===== src/rtl/zbpg_pkg.sv =====
package zbpg_pkg;

    localparam int MAX_LINE_DEF = 4096;
    localparam int SIZE_W       = 13;
    localparam int WIDE_W       = SIZE_W + 1;
    localparam int ZONE_MAX     = 4096;
    localparam int ZCNT_W       = 12;
    localparam int ZIDX_W       = 2;
    localparam int LEVEL_W      = 8;
    localparam int PIXEL_W      = 32;
    localparam int LEVELS_W     = 64;
    localparam int CFG_ADDR_W   = 3;

    localparam logic [ZIDX_W-1:0]   ZONE_LAST = 2'd3;

    localparam logic [SIZE_W-1:0]   LINE_WIDTH_RST  = 13'd1920;
    localparam logic [SIZE_W-1:0]   ZONE_WIDTH_RST  = 13'd480;
    localparam logic [SIZE_W-1:0]   ZONE_HEIGHT_RST = 13'd270;
    localparam logic [LEVEL_W-1:0]  WHITE_LEVEL_RST = 8'd220;
    localparam logic [LEVEL_W-1:0]  ALPHA_OPAQUE    = 8'hFF;

    typedef enum logic [CFG_ADDR_W-1:0] {
        REG_LINE_WIDTH  = 3'd0,
        REG_ZONE_WIDTH  = 3'd1,
        REG_ZONE_HEIGHT = 3'd2,
        REG_GRAY_LOW    = 3'd3,
        REG_GRAY_HIGH   = 3'd4,
        REG_WHITE_LEVEL = 3'd5
    } t_cfg_reg;

    typedef struct packed {
        logic [ZIDX_W-1:0] row;
        logic [ZIDX_W-1:0] col;
    } t_zone;

endpackage


===== src/rtl/zbpg_position.sv =====
module zbpg_position #(
    parameter int MAX_LINE = zbpg_pkg::MAX_LINE_DEF
) (
    input  logic                        i_clk,
    input  logic                        i_rst_n,
    input  logic                        i_advance,
    input  logic                        i_frame_start,
    input  logic [zbpg_pkg::SIZE_W-1:0] i_line_width,
    input  logic [zbpg_pkg::SIZE_W-1:0] i_zone_width,
    input  logic [zbpg_pkg::SIZE_W-1:0] i_zone_height,
    output zbpg_pkg::t_zone             o_zone
);
    import zbpg_pkg::*;

    localparam int CNT_W = $clog2(MAX_LINE + 1);
    localparam int COL_W = $clog2(MAX_LINE);

    logic [COL_W-1:0]  r_col,  n_col;
    logic [ZCNT_W-1:0] r_ciz,  n_ciz;
    logic [ZCNT_W-1:0] r_riz,  n_riz;
    t_zone             r_zone, n_zone;

    logic [COL_W-1:0]  cur_col;
    logic [ZCNT_W-1:0] cur_ciz;
    logic [ZCNT_W-1:0] cur_riz;
    t_zone             cur_zone;

    logic [WIDE_W-1:0] lw_wide;
    logic [CNT_W-1:0]  lw;
    logic [SIZE_W-1:0] zw;
    logic [SIZE_W-1:0] zh;
    logic [CNT_W-1:0]  col_inc;
    logic [SIZE_W-1:0] ciz_inc;
    logic [SIZE_W-1:0] riz_inc;

    always_comb begin
        if (i_line_width == '0) begin
            lw_wide = WIDE_W'(1);
        end else if ({1'b0, i_line_width} > WIDE_W'(MAX_LINE)) begin
            lw_wide = WIDE_W'(MAX_LINE);
        end else begin
            lw_wide = {1'b0, i_line_width};
        end
        lw = lw_wide[CNT_W-1:0];

        if (i_zone_width == '0) begin
            zw = SIZE_W'(1);
        end else if (i_zone_width > SIZE_W'(ZONE_MAX)) begin
            zw = SIZE_W'(ZONE_MAX);
        end else begin
            zw = i_zone_width;
        end

        if (i_zone_height == '0) begin
            zh = SIZE_W'(1);
        end else if (i_zone_height > SIZE_W'(ZONE_MAX)) begin
            zh = SIZE_W'(ZONE_MAX);
        end else begin
            zh = i_zone_height;
        end
    end

    always_comb begin
        if (i_frame_start) begin
            cur_col  = '0;
            cur_ciz  = '0;
            cur_riz  = '0;
            cur_zone = '0;
        end else begin
            cur_col  = r_col;
            cur_ciz  = r_ciz;
            cur_riz  = r_riz;
            cur_zone = r_zone;
        end

        col_inc = CNT_W'(cur_col) + CNT_W'(1);
        ciz_inc = {1'b0, cur_ciz} + SIZE_W'(1);
        riz_inc = {1'b0, cur_riz} + SIZE_W'(1);

        n_col  = cur_col;
        n_ciz  = cur_ciz;
        n_riz  = cur_riz;
        n_zone = cur_zone;

        if (col_inc >= lw) begin
            n_col      = '0;
            n_ciz      = '0;
            n_zone.col = '0;
            if (riz_inc >= zh) begin
                n_riz = '0;
                if (cur_zone.row < ZONE_LAST) begin
                    n_zone.row = cur_zone.row + ZIDX_W'(1);
                end
            end else begin
                n_riz = riz_inc[ZCNT_W-1:0];
            end
        end else begin
            n_col = col_inc[COL_W-1:0];
            if (ciz_inc >= zw) begin
                n_ciz = '0;
                if (cur_zone.col < ZONE_LAST) begin
                    n_zone.col = cur_zone.col + ZIDX_W'(1);
                end
            end else begin
                n_ciz = ciz_inc[ZCNT_W-1:0];
            end
        end
    end

    always_ff @(posedge i_clk) begin
        if (!i_rst_n) begin
            r_col  <= '0;
            r_ciz  <= '0;
            r_riz  <= '0;
            r_zone <= '0;
        end else if (i_advance) begin
            r_col  <= n_col;
            r_ciz  <= n_ciz;
            r_riz  <= n_riz;
            r_zone <= n_zone;
        end
    end

    assign o_zone = cur_zone;

endmodule


===== src/rtl/zoned_bright_pixel_gray_mask.sv =====
// An accepted word is registered in stage 1, its result in the output register.
// Throughput: one word per cycle unless m_tready stalls the output; the position
// counters and the threshold compare each settle within a single stage.
// Reset (synchronous, active low): pipeline emptied, position counters cleared,
// registers back to 1920 x 480 x 270 sizes, zero gray levels, white level 220.
module zoned_bright_pixel_gray_mask #(
    parameter int MAX_LINE = zbpg_pkg::MAX_LINE_DEF
) (
    input  logic                            i_clk,
    input  logic                            i_rst_n,

    input  logic                            s_tvalid,
    output logic                            s_tready,
    input  logic [zbpg_pkg::PIXEL_W-1:0]    s_tdata,   // [31:0] pixel_in
    input  logic                            s_tuser,   // [0] frame_start

    output logic                            m_tvalid,
    input  logic                            m_tready,
    output logic [zbpg_pkg::PIXEL_W-1:0]    m_tdata,   // [31:0] pixel_out
    output logic                            m_tuser,   // [0] replaced

    input  logic                            i_cfg_valid,
    output logic                            o_cfg_ready,
    input  logic [zbpg_pkg::CFG_ADDR_W-1:0] i_cfg_addr,
    input  logic [zbpg_pkg::LEVELS_W-1:0]   i_cfg_data
);
    import zbpg_pkg::*;

    logic [SIZE_W-1:0]   r_line_width;
    logic [SIZE_W-1:0]   r_zone_width;
    logic [SIZE_W-1:0]   r_zone_height;
    logic [LEVELS_W-1:0] r_gray_low;
    logic [LEVELS_W-1:0] r_gray_high;
    logic [LEVEL_W-1:0]  r_white_level;

    logic                r_s1_valid;
    logic [PIXEL_W-1:0]  r_s1_pixel;
    t_zone               r_s1_zone;

    logic                r_m_valid;
    logic [PIXEL_W-1:0]  r_m_pixel;
    logic                r_m_repl;

    logic                s_accept;
    logic                s2_load;
    t_zone               zone;
    logic [PIXEL_W-1:0]  threshold;
    logic [2*LEVELS_W-1:0] levels;
    logic [LEVEL_W-1:0]  gray;
    logic                bright;
    logic [PIXEL_W-1:0]  n_m_pixel;

    assign o_cfg_ready = 1'b1;

    always_ff @(posedge i_clk) begin
        if (!i_rst_n) begin
            r_line_width  <= LINE_WIDTH_RST;
            r_zone_width  <= ZONE_WIDTH_RST;
            r_zone_height <= ZONE_HEIGHT_RST;
            r_gray_low    <= '0;
            r_gray_high   <= '0;
            r_white_level <= WHITE_LEVEL_RST;
        end else if (i_cfg_valid) begin
            unique case (i_cfg_addr)
                REG_LINE_WIDTH:  r_line_width  <= i_cfg_data[SIZE_W-1:0];
                REG_ZONE_WIDTH:  r_zone_width  <= i_cfg_data[SIZE_W-1:0];
                REG_ZONE_HEIGHT: r_zone_height <= i_cfg_data[SIZE_W-1:0];
                REG_GRAY_LOW:    r_gray_low    <= i_cfg_data;
                REG_GRAY_HIGH:   r_gray_high   <= i_cfg_data;
                REG_WHITE_LEVEL: r_white_level <= i_cfg_data[LEVEL_W-1:0];
                default: begin
                end
            endcase
        end
    end

    assign s2_load  = !r_m_valid || m_tready;
    assign s_tready = !r_s1_valid || s2_load;
    assign s_accept = s_tvalid && s_tready;

    zbpg_position #(
        .MAX_LINE(MAX_LINE)
    ) u_position (
        .i_clk         (i_clk),
        .i_rst_n       (i_rst_n),
        .i_advance     (s_accept),
        .i_frame_start (s_tuser),
        .i_line_width  (r_line_width),
        .i_zone_width  (r_zone_width),
        .i_zone_height (r_zone_height),
        .o_zone        (zone)
    );

    always_ff @(posedge i_clk) begin
        if (!i_rst_n) begin
            r_s1_valid <= 1'b0;
        end else if (s_tready) begin
            r_s1_valid <= s_tvalid;
        end
    end

    always_ff @(posedge i_clk) begin
        if (s_accept) begin
            r_s1_pixel <= s_tdata;
            r_s1_zone  <= zone;
        end
    end

    always_comb begin
        threshold = {ALPHA_OPAQUE, r_white_level, r_white_level, r_white_level};
        levels    = {r_gray_high, r_gray_low};
        gray      = levels[{r_s1_zone.row, r_s1_zone.col, 3'b000} +: LEVEL_W];
        bright    = r_s1_pixel > threshold;
        n_m_pixel = bright ? {ALPHA_OPAQUE, gray, gray, gray} : r_s1_pixel;
    end

    always_ff @(posedge i_clk) begin
        if (!i_rst_n) begin
            r_m_valid <= 1'b0;
        end else if (s2_load) begin
            r_m_valid <= r_s1_valid;
        end
    end

    always_ff @(posedge i_clk) begin
        if (s2_load && r_s1_valid) begin
            r_m_pixel <= n_m_pixel;
            r_m_repl  <= bright;
        end
    end

    assign m_tvalid = r_m_valid;
    assign m_tdata  = r_m_pixel;
    assign m_tuser  = r_m_repl;

endmodule


===== config.mk =====
export PLATFORM = sky130hd
export DESIGN_NAME = zoned_bright_pixel_gray_mask
export DESIGN_NICKNAME = d
export VERILOG_FILES = /design/src/rtl/zbpg_pkg.sv /design/src/rtl/zbpg_position.sv /design/src/rtl/zoned_bright_pixel_gray_mask.sv
export SDC_FILE = /design/constraint.sdc
export NUM_CORES = 1
export LEC_CHECK = 0
export BUFFER_PORTS_ARGS = -buffer_cell sky130_fd_sc_hd__buf_2
export CORE_ASPECT_RATIO = 1.4
export CORE_MARGIN = 4
export CORE_UTILIZATION = 25
export CTS_CLUSTER_SIZE = 16
export DETAILED_ROUTE_END_ITERATION = 7
export HOLD_SLACK_MARGIN = 0.15
export PLACE_DENSITY = 0.47
export SETUP_SLACK_MARGIN = 0.5
export SLEW_MARGIN = 20
export SYNTH_ARGS = -nofsm -noshare
export SYNTH_HDL_FRONTEND = slang
export SYNTH_SLANG_ARGS = --single-unit
export TNS_END_PERCENT = 30

===== constraint.sdc =====
create_clock -name i_clk -period 9.52 [get_ports i_clk]
set_input_delay 0.476 -clock i_clk [delete_from_list [all_inputs] [get_ports i_clk]]
set_output_delay 0.476 -clock i_clk [all_outputs]
set_load 0.005 [all_outputs]

Word-level counts from Yosys, hierarchy flattened
Cells that the tools add are included.

Flip-flop bits (word level): 286. Output and inout bits: 36. Logic and storage cells: 77.

$add $sub $neg: 5. Magnitude comparators: 9. Equal/unequal tests: 5. Shifts and indexed selects: 1. Mux-type cells: 22. Reduce and logical (&&, ||, !) cells: 16.

Operator list (number): $shiftx 128x8->8 (1); $mux 12 (8); $mux 13 (6); $add 12x1->13 const B (3); $ge 13x13->1 (3); $gt 13x13->1 const B (3); $logic_not 13->1 (3); $gt 32x32->1 (1); $mux 24 (1); $mux 2 (6); $reduce_and 2->1 (6); $eq 3x2->1 const B (2); $eq 3x3->1 const B (2); $add 2x1->2 const B (2); $lt 2x2->1 const B (2); $mux 4 (1); $eq 3x1->1 const B (1); $logic_not 3->1 (1); $logic_and 1x1->1 (2); $logic_not 1->1 (2); $logic_or 1x1->1 (2).

Depth between registers and ports, before layout
Word-level depth: 6. Depth in mapped cells: 18.

Modules after synthesis
A second synthesis with hierarchy kept.

Cells, all modules: 1477. Area total of the unflattened synthesis: 13847.0 µm².

By module, submodules not included: zoned_bright_pixel_gray_mask (instances 1, cells an instance 1060, area an instance 10533.9 µm², sequential area each 5615.4 µm²); zbpg_position (instances 1, cells an instance 417, area an instance 3313.2 µm², sequential area each 800.8 µm²).

Worst setup path after synthesis
Ideal clock, no wire load.

Path type: input port to flip-flop. From: input port s_tuser. To: register u_position.r_riz[6]. Setup time: 81 ps. Arrival: 3965 ps. Required time: 9439 ps. Setup slack: 5474 ps. Stages on the path: 18. Path buffers: 4. Path through: clkbuf_1 clkbuf_1 clkbuf_1 nor2b_1 ha_1 nand2_1 nor3_1 and3_1 xnor2_1 nor2_1 ha_1 a21o_1 a21o_1 a221o_1 a31oi_1 buf_2 nand4_1 o22ai_1.

Longest elaborated chain between the ends: 5. Elaborated cells on any way between the ends: 8. Classes of those cells: add/sub (2); order compare (2); mux (4).

RTL lines: from (decl) (RTL line zoned_bright_pixel_gray_mask.sv:15) `input logic s_tuser,`; $mux 12 (RTL line zbpg_position.sv:64) `if (i_frame_start) begin`; $add 12x1->13 (RTL line zbpg_position.sv:78) `riz_inc = {1'b0, cur_riz} + SIZE_W'(1);`; $ge 13x13->1 (RTL line zbpg_position.sv:89) `if (riz_inc >= zh) begin`; $mux 12 (RTL line zbpg_position.sv:89); $mux 12 (*) (RTL line zbpg_position.sv:85) `if (col_inc >= lw) begin`; to (signal assigned) (RTL line zbpg_position.sv:119) `r_riz <= n_riz;`; to (decl) (RTL line zbpg_position.sv:20) `logic [ZCNT_W-1:0] r_riz, n_riz;`.

Mark *: on every way between the ends. The rest lies on a longest branch, timed or not. A chain may end at the register's enable or synchronous reset.

Worst setup path after layout
From: register u_position.r_col[0]. To: register u_position.r_zone[2] in the netlist's numbering.

Longest elaborated chain between the ends: 4.

RTL lines: from (decl) (RTL line zbpg_position.sv:18) `logic [COL_W-1:0] r_col, n_col;`; from (signal assigned) (RTL line zbpg_position.sv:117) `r_col <= n_col;`; $mux 12 (RTL line zbpg_position.sv:64); $add 12x1->13 (RTL line zbpg_position.sv:76) `col_inc = CNT_W'(cur_col) + CNT_W'(1);`; $ge 13x13->1 (RTL line zbpg_position.sv:85); $mux 2 (RTL line zbpg_position.sv:85); to (signal assigned) (RTL line zbpg_position.sv:120) `r_zone <= n_zone;`; to (decl) (RTL line zbpg_position.sv:21) `t_zone r_zone, n_zone;`.

Every way passes these cells.

==> flow_metrics.py <==
metrics = {
    "status": {
        "status": "finished clean",
    },
    "floorplanning": {
        "coreArea_mm2": 0.0555,
        "die-height_um": 288,
        "rows": 102,
        "pin_count": 141,
        "die_area_mm2": 0.0601,
        "fp.dieW_um": 208,
        "initial_core_util": 0.253,
    },
    "cts": {
        "root_buffer": "clkbuf_16",
        "cts.sinks": 286,
        "insertion_delay_ns": 0.57,
        "cts_max_path_buffers": 3,
        "numCtsBuffers": 30,
        "cts.hold.buffers_added": 47,
        "cts_tree": "done",
        "htree_levels": 1,
        "postCtsSetupBuffers": 0,
        "clkTransAtPathRegs_ns": 0.07,
        "cts_resized": 0,
    },
    "route": {
        "drc": 0,
        "ant_nets": 0,
        "dr.first_iter.drc_count": 477,
        "dr.pass1.iters": 4,
        "routedWlPerCell_um": 17.3,
        "routed_wl_um": 41200,
        "vias": 11000,
        "viasPerCell": 4.63,
    },
    "setup_path": {
        "critPathCaptureType": "flip-flop",
        "crit_fanout": 30,
        "crit_arrival_ns": 4.30,
        "crit_required_ns": 9.98,
        "path_class": "reg -> reg",
        "start_kind": "flip-flop",
    },
    "sta": {
        "holdWs_ns": 0.176,
        "worst_slew_margin_rel": 0.386,
        "timing_hold_violations_final": 0,
        "setup_tns_ns": 0,
        "fin_crit_sh": 0.403,
        "final_max_slew_viol_count": 0,
        "fmax_mhz": 261,
        "worst_slew_pin_slew_ns": 0.922,
        "rsz0062_at_grt": "no",
        "skew_ns": 0.0149,
        "fin_ws_ns": 5.68,
        "setup_viol": 0,
        "fin_crit_ns": 3.84,
    },
    "logic_synthesis": {
        "yosys.area_share.simple": 0.206,
        "synth_mux_area_frac": 0.0699,
        "synth_top_area_share": 0.309,
        "seq_area_frac_synth": 0.457,
        "synth_area_leader_cell": "dfxtp_1",
        "async_flop_share": 0,
        "yosys_register_bits": 286,
        "syn-mean-instance-area_um2": 9.36,
        "yosys_warnings": 0,
        "synth_area_leaders": "dfxtp_1 31%, edfxtp_1 15%, nand2_1 12%",
        "synth_compound_area_frac": 0.155,
        "netlist_area_mm2": 0.0140,
        "ys_types": 64,
        "synth_ff_type": "dfxtp_1",
        "syn_inst": 1500,
        "synthXorXnorAreaFrac": 0.0156,
        "syn_nets": 1671,
        "synth_edf_count": 69,
        "synth_top_family_by_area": "simple AND/OR/NAND/NOR gates",
        "synth-adder-area-share": 0.0588,
    },
    "layout": {
        "fill_cells": 5818,
        "layout.nets": 1803,
        "seq_area_mm2": 0.00642,
        "layout-drive-gt1-share": 0.144,
        "syn2layout_area_growth_pct": 20.2,
        "multi_input_area_mm2": 0.00711,
    },
    "global_route": {
        "grt_usage": 0.132,
        "grt_overflow": 0,
        "grt_max_degree": 88,
        "grt_pass1_wl_um": 63800,
        "antenna_found_initial": 4,
        "grt_pass1_vias": 11100,
    },
    "power_and_ir_drop": {
        "power_density_mw_per_mm2": 167,
        "total_leakage_power_uw": 0.00629,
        "ir_drop_mv": 0.172,
    },
    "hold_path": {
        "holdCritPathClass": "in -> reg",
    },
    "place": {
        "dp_hpwl_um": 29000,
        "dp_slack_ns": 5.11,
        "gp_congestion": 0.785,
        "port_buffers": 139,
    },
    "job": {
        "maxCapViolCount": 0,
    },
}
==> placed cells by master, fill, tap and decap left out, types with 15 or more instances in the layout <==
cell type        n
nand2_1        450
dfxtp_1        217
a21boi_0       175
buf_2          138
edfxtp_1        69
ha_1            66
nand3_1         47
dlygate4sd3_1   47
nor2_1          33
nand4_1         32
clkbuf_16       31
a21oi_1         29
a21o_1          28
mux4_2          24
nor2b_1         20
inv_1           19
xnor2_1         18
o21ai_0         17
mux4_1          15
==> metrics by stage <==
stage	utilization	std cells	instance area, um^2	power, uW
after floorplan	-	1500	14000	1440
after global placement	0.276	2281	15300	1520
after detailed placement	0.276	2281	15300	1520
after CTS	0.304	2383	16900	2860
after global routing	0.304	2384	16900	2930
final	0.304	2385	16900	2820
==> worst max-delay path, stage by stage, from the launching register on <==
cell and delay (ns):
dfxtp_1 0.35, nor2b_1 0.43, ha_1 0.28, nand3_1 0.17
nor3_1 0.27, xnor2_1 0.15, nor2_1 0.08, ha_1 0.36
nand2_1 0.06, o21ai_0 0.23, a21oi_1 0.16, and2_1 0.18
buf_4 0.24, or4b_1 0.53, a41o_1 0.23
==> report_power, final <==
group	internal [uW]	switching (uW)
clock network	798	511
registers	1280	21.0
logic	89.0	119
==> layer usage <==
layer,share of wire,vias up,track usage
met5,0.00066,-,0
met2,0.56,152,0.261
met1,0.39,5313,0.147
met4,0.022,4,0.0347
li1,-,5519,-
met3,0.029,49,0.0180
==> cells in the mapped netlist (2+ instances only) <==
| master | instances |
|---|---|
| nor3_1 | 10 |
| or3_1 | 2 |
| and4_1 | 2 |
| buf_8 | 2 |
| nand3b_1 | 8 |
| nor3b_1 | 9 |
| nand2b_1 | 6 |
| a21boi_1 | 14 |
| a31oi_1 | 10 |
| ha_1 | 66 |
| and2_1 | 5 |
| dfxtp_1 | 217 |
| mux4_2 | 24 |
| o211ai_1 | 8 |
| mux4_1 | 15 |
| nand2_1 | 450 |
| nand4_1 | 32 |
| nand4bb_1 | 2 |
| o21a_1 | 4 |
| buf_2 | 5 |
| clkbuf_1 | 78 |
| inv_1 | 19 |
| buf_1 | 6 |
| nor4_1 | 10 |
| o22ai_1 | 4 |
| or2_1 | 2 |
| buf_4 | 3 |
| and3_1 | 9 |
| nand3_1 | 49 |
| buf_6 | 4 |
| xnor2_1 | 18 |
| a21o_1 | 28 |
| a21oi_1 | 29 |
| nor2b_1 | 21 |
| o21ai_0 | 17 |
| edfxtp_1 | 69 |
| a211o_1 | 2 |
| or2_2 | 3 |
| a21boi_0 | 175 |
| nor2_1 | 33 |
| xor2_1 | 7 |
==> kinds of logic after synthesis <==
logic type	after synthesis
AO/OA/AOI/OAI	304
multiplexers	42
buffers and inverters	119
XOR/XNOR	25
AND/OR/NAND/NOR	657
adder cells (fa/ha/maj)	66
other	1
flip-flops	286
==> sequential cells by signal, indices dropped and copies added (netlist names) <==
| name | cells |
|---|---|
| r_zone_height | 13 |
| m_tdata | 32 |
| r_gray_low | 64 |
| m_tvalid | 1 |
| m_tuser | 1 |
| u_position.r_col | 12 |
| r_s1_valid | 1 |
| u_position.r_zone | 4 |
| r_line_width | 13 |
| u_position.r_ciz | 12 |
| r_white_level | 8 |
| r_s1_zone | 4 |
| r_s1_pixel | 32 |
| u_position.r_riz | 12 |
| r_zone_width | 13 |
| r_gray_high | 64 |
==> path summary, 6_finish.rpt <==
kind / start / end / slack [ns] / cells after the start
worst max-delay path: u_position.r_col[0]$_SDFFE_PN0P_ / u_position.r_zone[2]$_SDFFE_PN0P_ / 5.68 / 14
worst min register to register: r_s1_pixel[30]$_DFFE_PP_ / m_tdata[30]$_SDFFCE_PN1P_ / 0.45 / 0
worst min-delay path: i_cfg_data[16] / r_gray_high[16]$_SDFFE_PN0P_ / 0.18 / 3
worst max register to register: u_position.r_col[0]$_SDFFE_PN0P_ / u_position.r_zone[2]$_SDFFE_PN0P_ / 5.68 / 14
==> cell type report <==
type,count,area share
diodes,2,0.000297
clock buffers,37,0.0485
clock inverters,18,0.0163
inverters,20,0.00452
multi-input cells,1095,0.421
flip-flops and latches,286,0.380
well taps,728,0.0540
repair buffers,199,0.0750
Power figures use the tool's default switching activity.
